--- config.mk ---
export PLATFORM = sky130hd
export DESIGN_NAME = like_pattern_match
export DESIGN_NICKNAME = d
export VERILOG_FILES = /design/src/lpm_pkg.sv /design/src/like_pattern_match.sv
export SDC_FILE = /design/constraint.sdc
export NUM_CORES = 1
export LEC_CHECK = 0
export ABC_AREA = 0
export BUFFER_PORTS_ARGS = -buffer_cell sky130_fd_sc_hd__buf_2
export CORE_AREA = 3 3 312 314
export CTS_BUF_LIST = sky130_fd_sc_hd__clkbuf_8
export DETAILED_ROUTE_END_ITERATION = 8
export DIE_AREA = 0 0 315 317
export HOLD_SLACK_MARGIN = 0.03
export PLACE_DENSITY_LB_ADDON = 0.1
export SLEW_MARGIN = 10
export SYNTH_ARGS = -nofsm -noshare
export SYNTH_HDL_FRONTEND = slang
export SYNTH_SLANG_ARGS = --single-unit
--- constraint.sdc ---
create_clock -name clk -period 7.2 [get_ports clk]
set_input_delay 1.08 -clock clk [delete_from_list [all_inputs] [get_ports clk]]
set_output_delay 1.08 -clock clk [all_outputs]
set_load 0.01 [all_outputs]
--- src/lpm_pkg.sv ---
// Shared constants and types for the LIKE pattern matcher.
package lpm_pkg;

    // Default pattern capacity in bytes
    localparam int MAX_PATTERN_DEFAULT = 32;

    // Bytes that the pattern registers can hold
    localparam int REG_BYTES = 32;

    // Pattern metacharacters
    localparam logic [7:0] CH_PERCENT    = 8'h25;
    localparam logic [7:0] CH_UNDERSCORE = 8'h5F;
    localparam logic [7:0] CH_BACKSLASH  = 8'h5C;

    // Configuration register indexes
    localparam logic [2:0] REG_LENGTH = 3'd0;
    localparam logic [2:0] REG_WORD0  = 3'd1;
    localparam logic [2:0] REG_WORD1  = 3'd2;
    localparam logic [2:0] REG_WORD2  = 3'd3;
    localparam logic [2:0] REG_WORD3  = 3'd4;

    // Compiled token kind at a pattern position
    typedef enum logic [1:0] {
        TK_NONE,
        TK_LIT,
        TK_ANY,
        TK_STAR
    } tok_kind_t;

endpackage

--- src/like_pattern_match.sv ---
// Streaming SQL LIKE matcher with backslash escape and APB pattern registers.
//
//  channel | dir | handshake              | payload
//  --------+-----+------------------------+----------------------------------------
//  s_*     | in  | s_tvalid / s_tready    | s_tdata text_byte, s_tuser has_byte,
//          |     |                        | s_tlast end_of_text
//  m_*     | out | m_tvalid / m_tready    | m_tdata bit 0 matched
//  apb     | in  | psel, penable, pready  | paddr 8*i, pwdata / prdata 64 bits
//
// One text word is taken every cycle while s_tready is high; a word with
// s_tlast puts its result in the output register in the cycle after it is
// taken. The per-word path is one 33-bit add (the '%' closure) after a bank
// of parallel byte compares. After reset, and after every write to a valid
// register, the pattern is compiled one position per cycle: s_tready stays
// low while the sweep covers MAX_PATTERN (capped at 32) positions. Reset is
// asynchronous, active low. A stalled output holds its word; input keeps
// flowing while the output is free or being drained in the same cycle.
module like_pattern_match #(
    parameter int MAX_PATTERN = lpm_pkg::MAX_PATTERN_DEFAULT
) (
    input  logic        clk,
    input  logic        rst_n,
    // input text stream
    input  logic        s_tvalid,
    output logic        s_tready,
    input  logic [7:0]  s_tdata,   // [7:0] text_byte
    input  logic [0:0]  s_tuser,   // [0] has_byte
    input  logic        s_tlast,   // end_of_text
    // result stream
    output logic        m_tvalid,
    input  logic        m_tready,
    output logic [7:0]  m_tdata,   // [0] matched, [7:1] zero
    // configuration
    input  logic        psel,
    input  logic        penable,
    input  logic        pwrite,
    input  logic [5:0]  paddr,
    input  logic [63:0] pwdata,
    output logic [63:0] prdata,
    output logic        pready
);

    // Usable pattern bytes and derived widths
    localparam int CAP   = (MAX_PATTERN < lpm_pkg::REG_BYTES) ? MAX_PATTERN
                                                              : lpm_pkg::REG_BYTES;
    localparam int IDX_W = $clog2(CAP);
    localparam int POS_W = $clog2(CAP + 1);

    // ---------------------------------------------------------------- config
    logic [5:0]  plen_reg;
    logic [63:0] pword_reg [4];
    logic        cfg_wr;
    logic        cfg_hit;
    logic [2:0]  cfg_idx;

    assign pready  = 1'b1;
    assign cfg_idx = paddr[5:3];
    assign cfg_wr  = psel && penable && pwrite && pready;
    assign cfg_hit = cfg_wr && (cfg_idx <= lpm_pkg::REG_WORD3);

    always_ff @(posedge clk or negedge rst_n)
    begin
        if (!rst_n)
        begin
            plen_reg <= '0;
            for (int w = 0; w < 4; w++)
            begin
                pword_reg[w] <= '0;
            end
        end
        else if (cfg_wr)
        begin
            case (cfg_idx)
                lpm_pkg::REG_LENGTH: plen_reg     <= pwdata[5:0];
                lpm_pkg::REG_WORD0:  pword_reg[0] <= pwdata;
                lpm_pkg::REG_WORD1:  pword_reg[1] <= pwdata;
                lpm_pkg::REG_WORD2:  pword_reg[2] <= pwdata;
                lpm_pkg::REG_WORD3:  pword_reg[3] <= pwdata;
                default:             ;
            endcase
        end
    end

    always_comb
    begin
        case (cfg_idx)
            lpm_pkg::REG_LENGTH: prdata = {58'd0, plen_reg};
            lpm_pkg::REG_WORD0:  prdata = pword_reg[0];
            lpm_pkg::REG_WORD1:  prdata = pword_reg[1];
            lpm_pkg::REG_WORD2:  prdata = pword_reg[2];
            lpm_pkg::REG_WORD3:  prdata = pword_reg[3];
            default:             prdata = '0;
        endcase
    end

    // --------------------------------------------------------- compile sweep
    // Walk the pattern one byte a cycle and build the token tables. An escape
    // takes the following byte as its literal and skips that position.
    logic [255:0]      pat_flat;
    logic [POS_W-1:0]  len_cap;
    logic [POS_W-1:0]  len_reg;
    logic              busy_reg;
    logic [IDX_W-1:0]  idx_reg;
    logic              skip_reg;
    logic              lead_reg;
    logic [CAP:0]      start_vec_reg;

    lpm_pkg::tok_kind_t tk_kind_reg [CAP];
    logic [7:0]         tk_lit_reg  [CAP];
    logic               tk_two_reg  [CAP];

    lpm_pkg::tok_kind_t kind_new;
    logic [7:0]         lit_new;
    logic               two_new;
    logic               skip_next;
    logic               lead_next;
    logic [CAP:0]       start_vec_next;
    logic [7:0]         byte_cur;
    logic [7:0]         byte_nxt;
    logic [IDX_W-1:0]   idx_inc;
    logic [POS_W-1:0]   pos_cur;
    logic [POS_W-1:0]   pos_inc;
    logic               sweep_done;

    assign pat_flat = {pword_reg[3], pword_reg[2], pword_reg[1], pword_reg[0]};
    assign len_cap  = (plen_reg > 6'(CAP)) ? POS_W'(CAP) : POS_W'(plen_reg);

    assign idx_inc    = idx_reg + 1'b1;
    assign pos_cur    = POS_W'(idx_reg);
    assign pos_inc    = pos_cur + 1'b1;
    // The byte after the last position is only looked at when it is in use
    assign byte_cur   = pat_flat[{idx_reg, 3'b000} +: 8];
    assign byte_nxt   = pat_flat[{idx_inc, 3'b000} +: 8];
    assign sweep_done = (idx_reg == IDX_W'(CAP - 1));

    always_comb
    begin
        kind_new       = lpm_pkg::TK_NONE;
        lit_new        = byte_cur;
        two_new        = 1'b0;
        skip_next      = 1'b0;
        lead_next      = 1'b0;
        start_vec_next = start_vec_reg;
        if (pos_cur < len_cap && !skip_reg)
        begin
            if (byte_cur == lpm_pkg::CH_BACKSLASH)
            begin
                kind_new = lpm_pkg::TK_LIT;
                if (pos_inc < len_cap)
                begin
                    // escaped byte is literal
                    lit_new   = byte_nxt;
                    two_new   = 1'b1;
                    skip_next = 1'b1;
                end
            end
            else if (byte_cur == lpm_pkg::CH_PERCENT)
            begin
                kind_new = lpm_pkg::TK_STAR;
            end
            else if (byte_cur == lpm_pkg::CH_UNDERSCORE)
            begin
                kind_new = lpm_pkg::TK_ANY;
            end
            else
            begin
                kind_new = lpm_pkg::TK_LIT;
            end
        end
        // Leading run of '%' extends the start vector
        if (lead_reg && kind_new == lpm_pkg::TK_STAR)
        begin
            lead_next               = 1'b1;
            start_vec_next[pos_inc] = 1'b1;
        end
    end

    // ----------------------------------------------------------- match path
    logic              s_accept;
    logic              has_byte;
    logic [CAP:0]      active_reg;
    logic [CAP:0]      star_mask;
    logic [CAP-1:0]    hit_one;
    logic [CAP-1:0]    hit_two;
    logic [CAP:0]      adv;
    logic [CAP:0]      clos_sum;
    logic [CAP:0]      clos;
    logic [CAP:0]      v_new;
    logic              matched;
    logic              m_valid_reg;
    logic              m_match_reg;

    assign has_byte = s_tuser[0];
    assign s_tready = !busy_reg && (!m_valid_reg || m_tready);
    assign s_accept = s_tvalid && s_tready;

    always_comb
    begin
        star_mask = '0;
        hit_one   = '0;
        hit_two   = '0;
        for (int p = 0; p < CAP; p++)
        begin
            logic hit;
            hit = active_reg[p] &&
                  ((tk_kind_reg[p] == lpm_pkg::TK_ANY) ||
                   (tk_kind_reg[p] == lpm_pkg::TK_LIT && tk_lit_reg[p] == s_tdata));
            star_mask[p] = (tk_kind_reg[p] == lpm_pkg::TK_STAR);
            hit_one[p]   = hit && !tk_two_reg[p];
            hit_two[p]   = hit && tk_two_reg[p];
        end
    end

    // Step every live position by one byte; a '%' holds its own position
    assign adv = (active_reg & star_mask)
               | {hit_one, 1'b0}
               | (CAP + 1)'({hit_two, 2'b00});

    // Closure: a set bit inside a run of '%' positions fills upward to the
    // end of the run plus one. The carry of star + (adv & star) does that fill.
    assign clos_sum = star_mask + (adv & star_mask);
    assign clos     = adv | (clos_sum ^ star_mask);

    assign v_new   = has_byte ? clos : active_reg;
    assign matched = v_new[len_reg];

    always_ff @(posedge clk or negedge rst_n)
    begin
        if (!rst_n)
        begin
            busy_reg      <= 1'b1;
            idx_reg       <= '0;
            skip_reg      <= 1'b0;
            lead_reg      <= 1'b1;
            start_vec_reg <= (CAP + 1)'(1);
            active_reg    <= (CAP + 1)'(1);
            len_reg       <= '0;
            for (int p = 0; p < CAP; p++)
            begin
                tk_kind_reg[p] <= lpm_pkg::TK_NONE;
                tk_two_reg[p]  <= 1'b0;
            end
        end
        else if (cfg_hit)
        begin
            // restart the sweep on any pattern change
            busy_reg      <= 1'b1;
            idx_reg       <= '0;
            skip_reg      <= 1'b0;
            lead_reg      <= 1'b1;
            start_vec_reg <= (CAP + 1)'(1);
            active_reg    <= (CAP + 1)'(1);
        end
        else if (busy_reg)
        begin
            tk_kind_reg[idx_reg] <= kind_new;
            tk_two_reg[idx_reg]  <= two_new;
            skip_reg             <= skip_next;
            lead_reg             <= lead_next;
            start_vec_reg        <= start_vec_next;
            idx_reg              <= idx_inc;
            if (sweep_done)
            begin
                busy_reg   <= 1'b0;
                idx_reg    <= '0;
                active_reg <= start_vec_next;
                len_reg    <= len_cap;
            end
        end
        else if (s_accept)
        begin
            active_reg <= s_tlast ? start_vec_reg : v_new;
        end
    end

    always_ff @(posedge clk)
    begin
        if (busy_reg && !cfg_hit)
        begin
            tk_lit_reg[idx_reg] <= lit_new;
        end
    end

    // ----------------------------------------------------- output register
    always_ff @(posedge clk or negedge rst_n)
    begin
        if (!rst_n)
        begin
            m_valid_reg <= 1'b0;
        end
        else if (s_accept && s_tlast)
        begin
            m_valid_reg <= 1'b1;
        end
        else if (m_tready)
        begin
            m_valid_reg <= 1'b0;
        end
    end

    always_ff @(posedge clk)
    begin
        if (s_accept && s_tlast)
        begin
            m_match_reg <= matched;
        end
    end

    assign m_tvalid = m_valid_reg;
    assign m_tdata  = {7'd0, m_match_reg};

    // ------------------------------------------------------------ checks
    a_busy_blocks_input: assert property (@(posedge clk) disable iff (!rst_n)
        busy_reg |-> !s_tready)
        else $error("input taken during pattern compile");

    a_cfg_restarts: assert property (@(posedge clk) disable iff (!rst_n)
        cfg_hit |=> busy_reg && idx_reg == '0)
        else $error("register write did not restart compile");

    a_sweep_loads_start: assert property (@(posedge clk) disable iff (!rst_n)
        $fell(busy_reg) |-> active_reg == start_vec_reg && len_reg <= POS_W'(CAP))
        else $error("active vector not loaded from start vector");

    a_no_result_without_last: assert property (@(posedge clk) disable iff (!rst_n)
        (s_accept && !s_tlast && !m_valid_reg) |=> !m_valid_reg)
        else $error("result produced without end of text");

endmodule

## Word-level counts from Yosys, hierarchy flattened

Memory sizes are Yosys's and may differ from the RTL's.
Cells that the tools add are included.

- Reductions and logical operators: 219
- Bitwise logic cells: 9
- Shifts and indexed selects: 2
- $add $sub $neg: 3
- Muxes and demuxes: 46
- Equality and inequality tests: 138
- Magnitude comparators: 9

Operator list:

| operator | count |
|---|---|
| $shiftx A256 B9 Y8 | 2 |
| $pmux W64 S5 | 1 |
| $mux W33 | 9 |
| $eq A8 B8 Y1 | 32 |
| $logic_and A1 B1 Y1 | 138 |
| $or A33 B33 Y33 | 4 |
| $eq A2 B2 Y1 const B | 65 |
| $and A33 B32 Y33 | 2 |
| $bwmux W64 | 1 |
| $eq A2 B1 Y1 const B | 32 |
| $logic_not A1 Y1 | 36 |
| $add A32 B33 Y33 | 1 |
| $logic_or A1 B1 Y1 | 33 |
| $xor A33 B32 Y33 | 1 |
| $bwmux W32 | 1 |
| $mux W8 | 3 |
| $mux W1 | 18 |
| $eq A8 B7 Y1 const B | 2 |
| $mux W5 | 3 |
| $lt A6 B7 Y1 const B | 2 |
| $reduce_and A2 Y1 | 7 |
| $demux W2 S5 | 1 |
| $mux W2 | 5 |
| $eq A8 B6 Y1 const B | 1 |
| 24 further kinds | 26 |

- Input port bits: 87
- Memory bits (writable): 256
- Bits in registers: 440
- Memories kept: 1
- Output and inout bits: 75

Memories:

| name | words | bits a word | rd ports | clocked after Yosys merged registers in | write ports | RTL line | source |
|---|---|---|---|---|---|---|---|
| tk_lit_reg | 32 | 8 | 32 | 0 | 1 | like_pattern_match.sv:109 | `logic [7:0] tk_lit_reg [CAP];` |

## Longest topological paths before layout

An unclocked memory read counts as a cell.

- Word-level depth: 17
- Gate-level depth with buffers: 20
- Gate-level depth less buffers: 17

## Worst setup path after synthesis

No wires, ideal clock.

- Path type: flip-flop to flip-flop
- Start: register idx_reg[0]
- End: memory tk_lit_reg[0][1], data pin
- Stages on the path, launching flop included: 17
- Data arrival time: 4.876 ns
- Required time: 6.746 ns
- Setup slack: 1.870 ns
- Clock period less this slack: 5.330 ns
- Path buffers: 8
- Setup time: 0.454 ns
- Path through: dfrtp_1 -> buf_4 -> buf_4 -> buf_2 -> inv_1 -> clkbuf_1 -> clkbuf_1 -> ha_1 -> clkbuf_1 -> clkbuf_1 -> clkbuf_1 -> a31oi_1 -> o221ai_1 -> nand3_1 -> a21oi_1 -> a31oi_1 -> o21ai_0

- Longest elaborated chain between the ends: 5
- Elaborated cells on any way between the ends: 11

Ends and longest elaborated chain:

| what | RTL line | source |
|---|---|---|
| from (decl) | like_pattern_match.sv:103 | `logic [IDX_W-1:0] idx_reg;` |
| from (signal assigned) | like_pattern_match.sv:261 | `idx_reg <= idx_inc;` |
| $add A5 B1 Y5 or $add A5 B1 Y6 (tied branches) | like_pattern_match.sv:128, like_pattern_match.sv:130 |  |
| $shiftx A256 B9 Y8 or $lt A6 B6 Y1 (tied branches) | like_pattern_match.sv:133, like_pattern_match.sv:149 |  |
| $mux W8 | like_pattern_match.sv:149 | `if (pos_inc < len_cap)` |
| $mux W8 | like_pattern_match.sv:146 | `if (byte_cur == lpm_pkg::CH_BACKSLASH)` |
| $mux W8 * | like_pattern_match.sv:144 | `if (pos_cur < len_cap && !skip_reg)` |
| named net lit_new[1] | like_pattern_match.sv:113 | `logic [7:0] lit_new;` |
| to (decl) | like_pattern_match.sv:109 |  |

Mark *: on every way through the listed nets, which the timed path passes. The rest lies on a longest branch.

## Worst setup path after layout

- Start: register idx_reg[0]
- End: memory tk_lit_reg[12][4], data pin

Same word-level chain as after synthesis.

==> impl_metrics.toml <==
[synth]
syn_inst = 3335
netlist_top_cells_area = "dfrtp_1, edfxtp_1, mux2_2"
syn-cell-area_mm2 = 0.0379
ys_ff_latch = 696
ys.flop_type = "dfrtp_1"
ys_types = 100
async_reset_ff_share_pct = 63.1
synth_edf_count = 257
synth_top_area_share_pct = 28.8
yosysSeqAreaShare_pct = 49.4
synth_commonest_cells = "dfrtp_1, nand2_1, mux2_2"
yosysTopAreaCell = "dfrtp_1"
synthMostInstantiatedCell = "dfrtp_1"
avgSynthCellArea_um2 = 11.4
synth_warnings = 0

[job]
drv_cap = 0

[grt]
grt_max_degree = 120
antenna_found_initial = 12
grt_pass1_vias = 30157
grt.overflow.total = 0
globalRouteTotalUtil_pct = 26.2
grt_pass1_wl_um = 196000

[setup_path]
critPathLaunchType = "flop"
crit_path_frequent_cell = "buf_4"
end_kind = "flop"
reg2reg_slack_ns = 1.56
slowest_stage = "dfrtp_4"
worstReg2RegEnd = "tk_lit_reg[12][4]$_DFFE_PP_"
worstSetupPathType = "flop to flop"
arrival_ns = 6.13
path_buf_inv = 5
required_ns = 7.69
max_stage_delay_ns = 0.89
critical-path-top-delay-family = "buffers and inverters"
cp_max_fo = 49
ff2ff_path_depth = 11
r2r_start = "idx_reg[0]$_DFFE_PN0N_"
path_cells = "buf_12 > buf_4 > mux4_2 > a22oi_1 > nand4_1 > or4_1 > or4b_1 > buf_4 > inv_1 > a31oi_4 > buf_4"

[placement]
numPortBuffers = 150
hpwl_um = 87900
gpl.final_weighted_congestion = 0.915

[routing]
detail_route.wl_per_cell_um = 27.1
drt-initial-drc-count = 2585
drc = 0
drt-met1-wl_um = 54900
drt_pre_antenna_iters = 6
drt-vias-per-instance = 6.02
routed-wl-met3_um = 7780
wl_met2_um = 63500
totalWireLength_um = 131000
ant_nets = 0
top_layer_used = "met5"
dr_total_vias = 29227

[floorplanning]
rows = 113
ios = 162
core_area_mm2 = 0.0949
die_w_um = 315
dieArea_mm2 = 0.0999
initial_core_util_pct = 39.9
die_y_um = 317

[clock_network]
cts-root-buf = "clkbuf_8"
clock_latency_ns = 0.82
ctsHoldBuffers = 0
cts_setup_buffers = 0
cts_buffers = 130
htreeDepth = 4
cts_tree = "yes"
cts.clk_slew.worst_paths_ns = 0.07
cts_resized = 0
clockBufferDepth = 3
clock_sinks = 696

[cells_and_area]
areaGrowthSynthToFinish_pct = 12.5
drive_above_1_share_pct = 24.1
num-nets-final = 3587
fillers = 8935

[hold_path]
hp-class = "primary input to asynchronous set/reset pin"

[timing]
slew_headroom_pct = 20.5
period_minus_slack_ns = 5.64
max_freq_mhz = 177
rsz0062_at_grt = "false"
tightest_slew_ns = 1.18
fin_crit_sh_pct = 78.3
setup_viol = 0
fin_skew_ns = 0.0398
fin_hold_ws_ns = 0.393
totalNegativeSetupSlack_ns = 0
hold_viol_final = 0
slew_violations = 0

[pwr]
power.density_mw_per_mm2 = 362
p_leak_uw = 0.0171
ir_drop_v = 0.000307

[run_status]
status = "finished, final reports clean"
metal layers:
metal / GRT usage, % / vias to the layer above
li1: - / 12853
met1: 33.8 / 14858
met2: 43.8 / 1206
met3: 4.28 / 302
met4: 10.9 / 8
met5: 0 / -
how the worst max path moves through the flow:
stage               depth (start not counted)                   start                           to
finish                                     11  idx_reg[0]$_DFFE_PN0N_  tk_lit_reg[12][4]$_DFFE_PP_
global route                               11  idx_reg[0]$_DFFE_PN0N_  tk_lit_reg[12][4]$_DFFE_PP_
CTS                                        11  idx_reg[0]$_DFFE_PN0N_  tk_lit_reg[12][4]$_DFFE_PP_
detailed placement                         18              s_tdata[3]        m_match_reg$_DFFE_PP_
global placement                           18              s_tdata[3]        m_match_reg$_DFFE_PP_
floorplan                                  16  idx_reg[0]$_DFFE_PN0N_   tk_lit_reg[0][1]$_DFFE_PP_
cell type report:
cell class | instances | area, um2 | share of cell area, %
Antenna cell | 3 | 7.51 | 0.0176
Tap cell | 1265 | 1580 | 3.72
Multi-Input combinational cell | 2351 | 18000 | 42.2
Clock inverter | 84 | 559 | 1.31
Timing Repair Buffer | 230 | 1400 | 3.28
Sequential cell | 696 | 18700 | 43.9
Clock buffer | 149 | 2050 | 4.81
Inverter | 76 | 285 | 0.670
report_power, final:
part | switching, uW | internal (uW) | leakage [uW]
Clock | 1740 | 2140 | 0.00149
Combinational | 3540 | 1980 | 0.00758
Sequential | 832 | 5180 | 0.00807
cells by family (layout without fill, tap and decap cells):
logic type,count (synthesis),count (layout),share of synthesized area [%]
AND/OR/NAND/NOR,910,910,11.7
AO/OA/AOI/OAI,741,741,13.4
flip-flops,696,696,49.4
multiplexers,419,419,15.2
buffers and inverters,294,539,3.70
XOR/XNOR,258,258,5.99
adder cells (fa/ha/maj),15,15,0.496
other,2,11,0.0198
cells in the final DEF (no fill, tap or decap), types with 16 or more instances in the layout:
master and count:
dfrtp_1 433, nand2_1 358, mux2_2 299, edfxtp_1 257, a22oi_1 181, clkbuf_8 149
buf_2 149, nor2_1 147, a21oi_1 135, xnor2_1 129, xor2_1 126, inv_1 115
o21ai_0 109, mux4_2 95, buf_4 77, nand3_1 71, nor3_1 62, nor4_1 46
o31ai_1 43, a31oi_1 42, nand4_1 33, mux2i_1 25, and3_1 24, nor2b_1 23
and2_1 23, o21ai_1 20, a21o_1 19, clkinv_1 17, a311oi_1 17, o22ai_1 16
through the flow:
| step | setup slack [ns] | power (uW) | cells | area [um2] | utilization, % |
|---|---|---|---|---|---|
| 5_1_grt | 1.37 | 16100 | 4853 | 42600 | 44.9 |
| 6_report | 1.56 | 15400 | 4854 | 42600 | 44.9 |
| 3_5_place_dp | 1.12 | 11600 | 4618 | 40000 | 42.1 |
| 2_1_floorplan | 1.87 | 9110 | 3341 | 37900 | - |
| 4_1_cts | 1.53 | 15500 | 4851 | 42600 | 44.9 |
| 3_3_place_gp | 1.26 | 11500 | 4618 | 40000 | 42.1 |
Note: power is estimated with default switching activity, not from simulation.
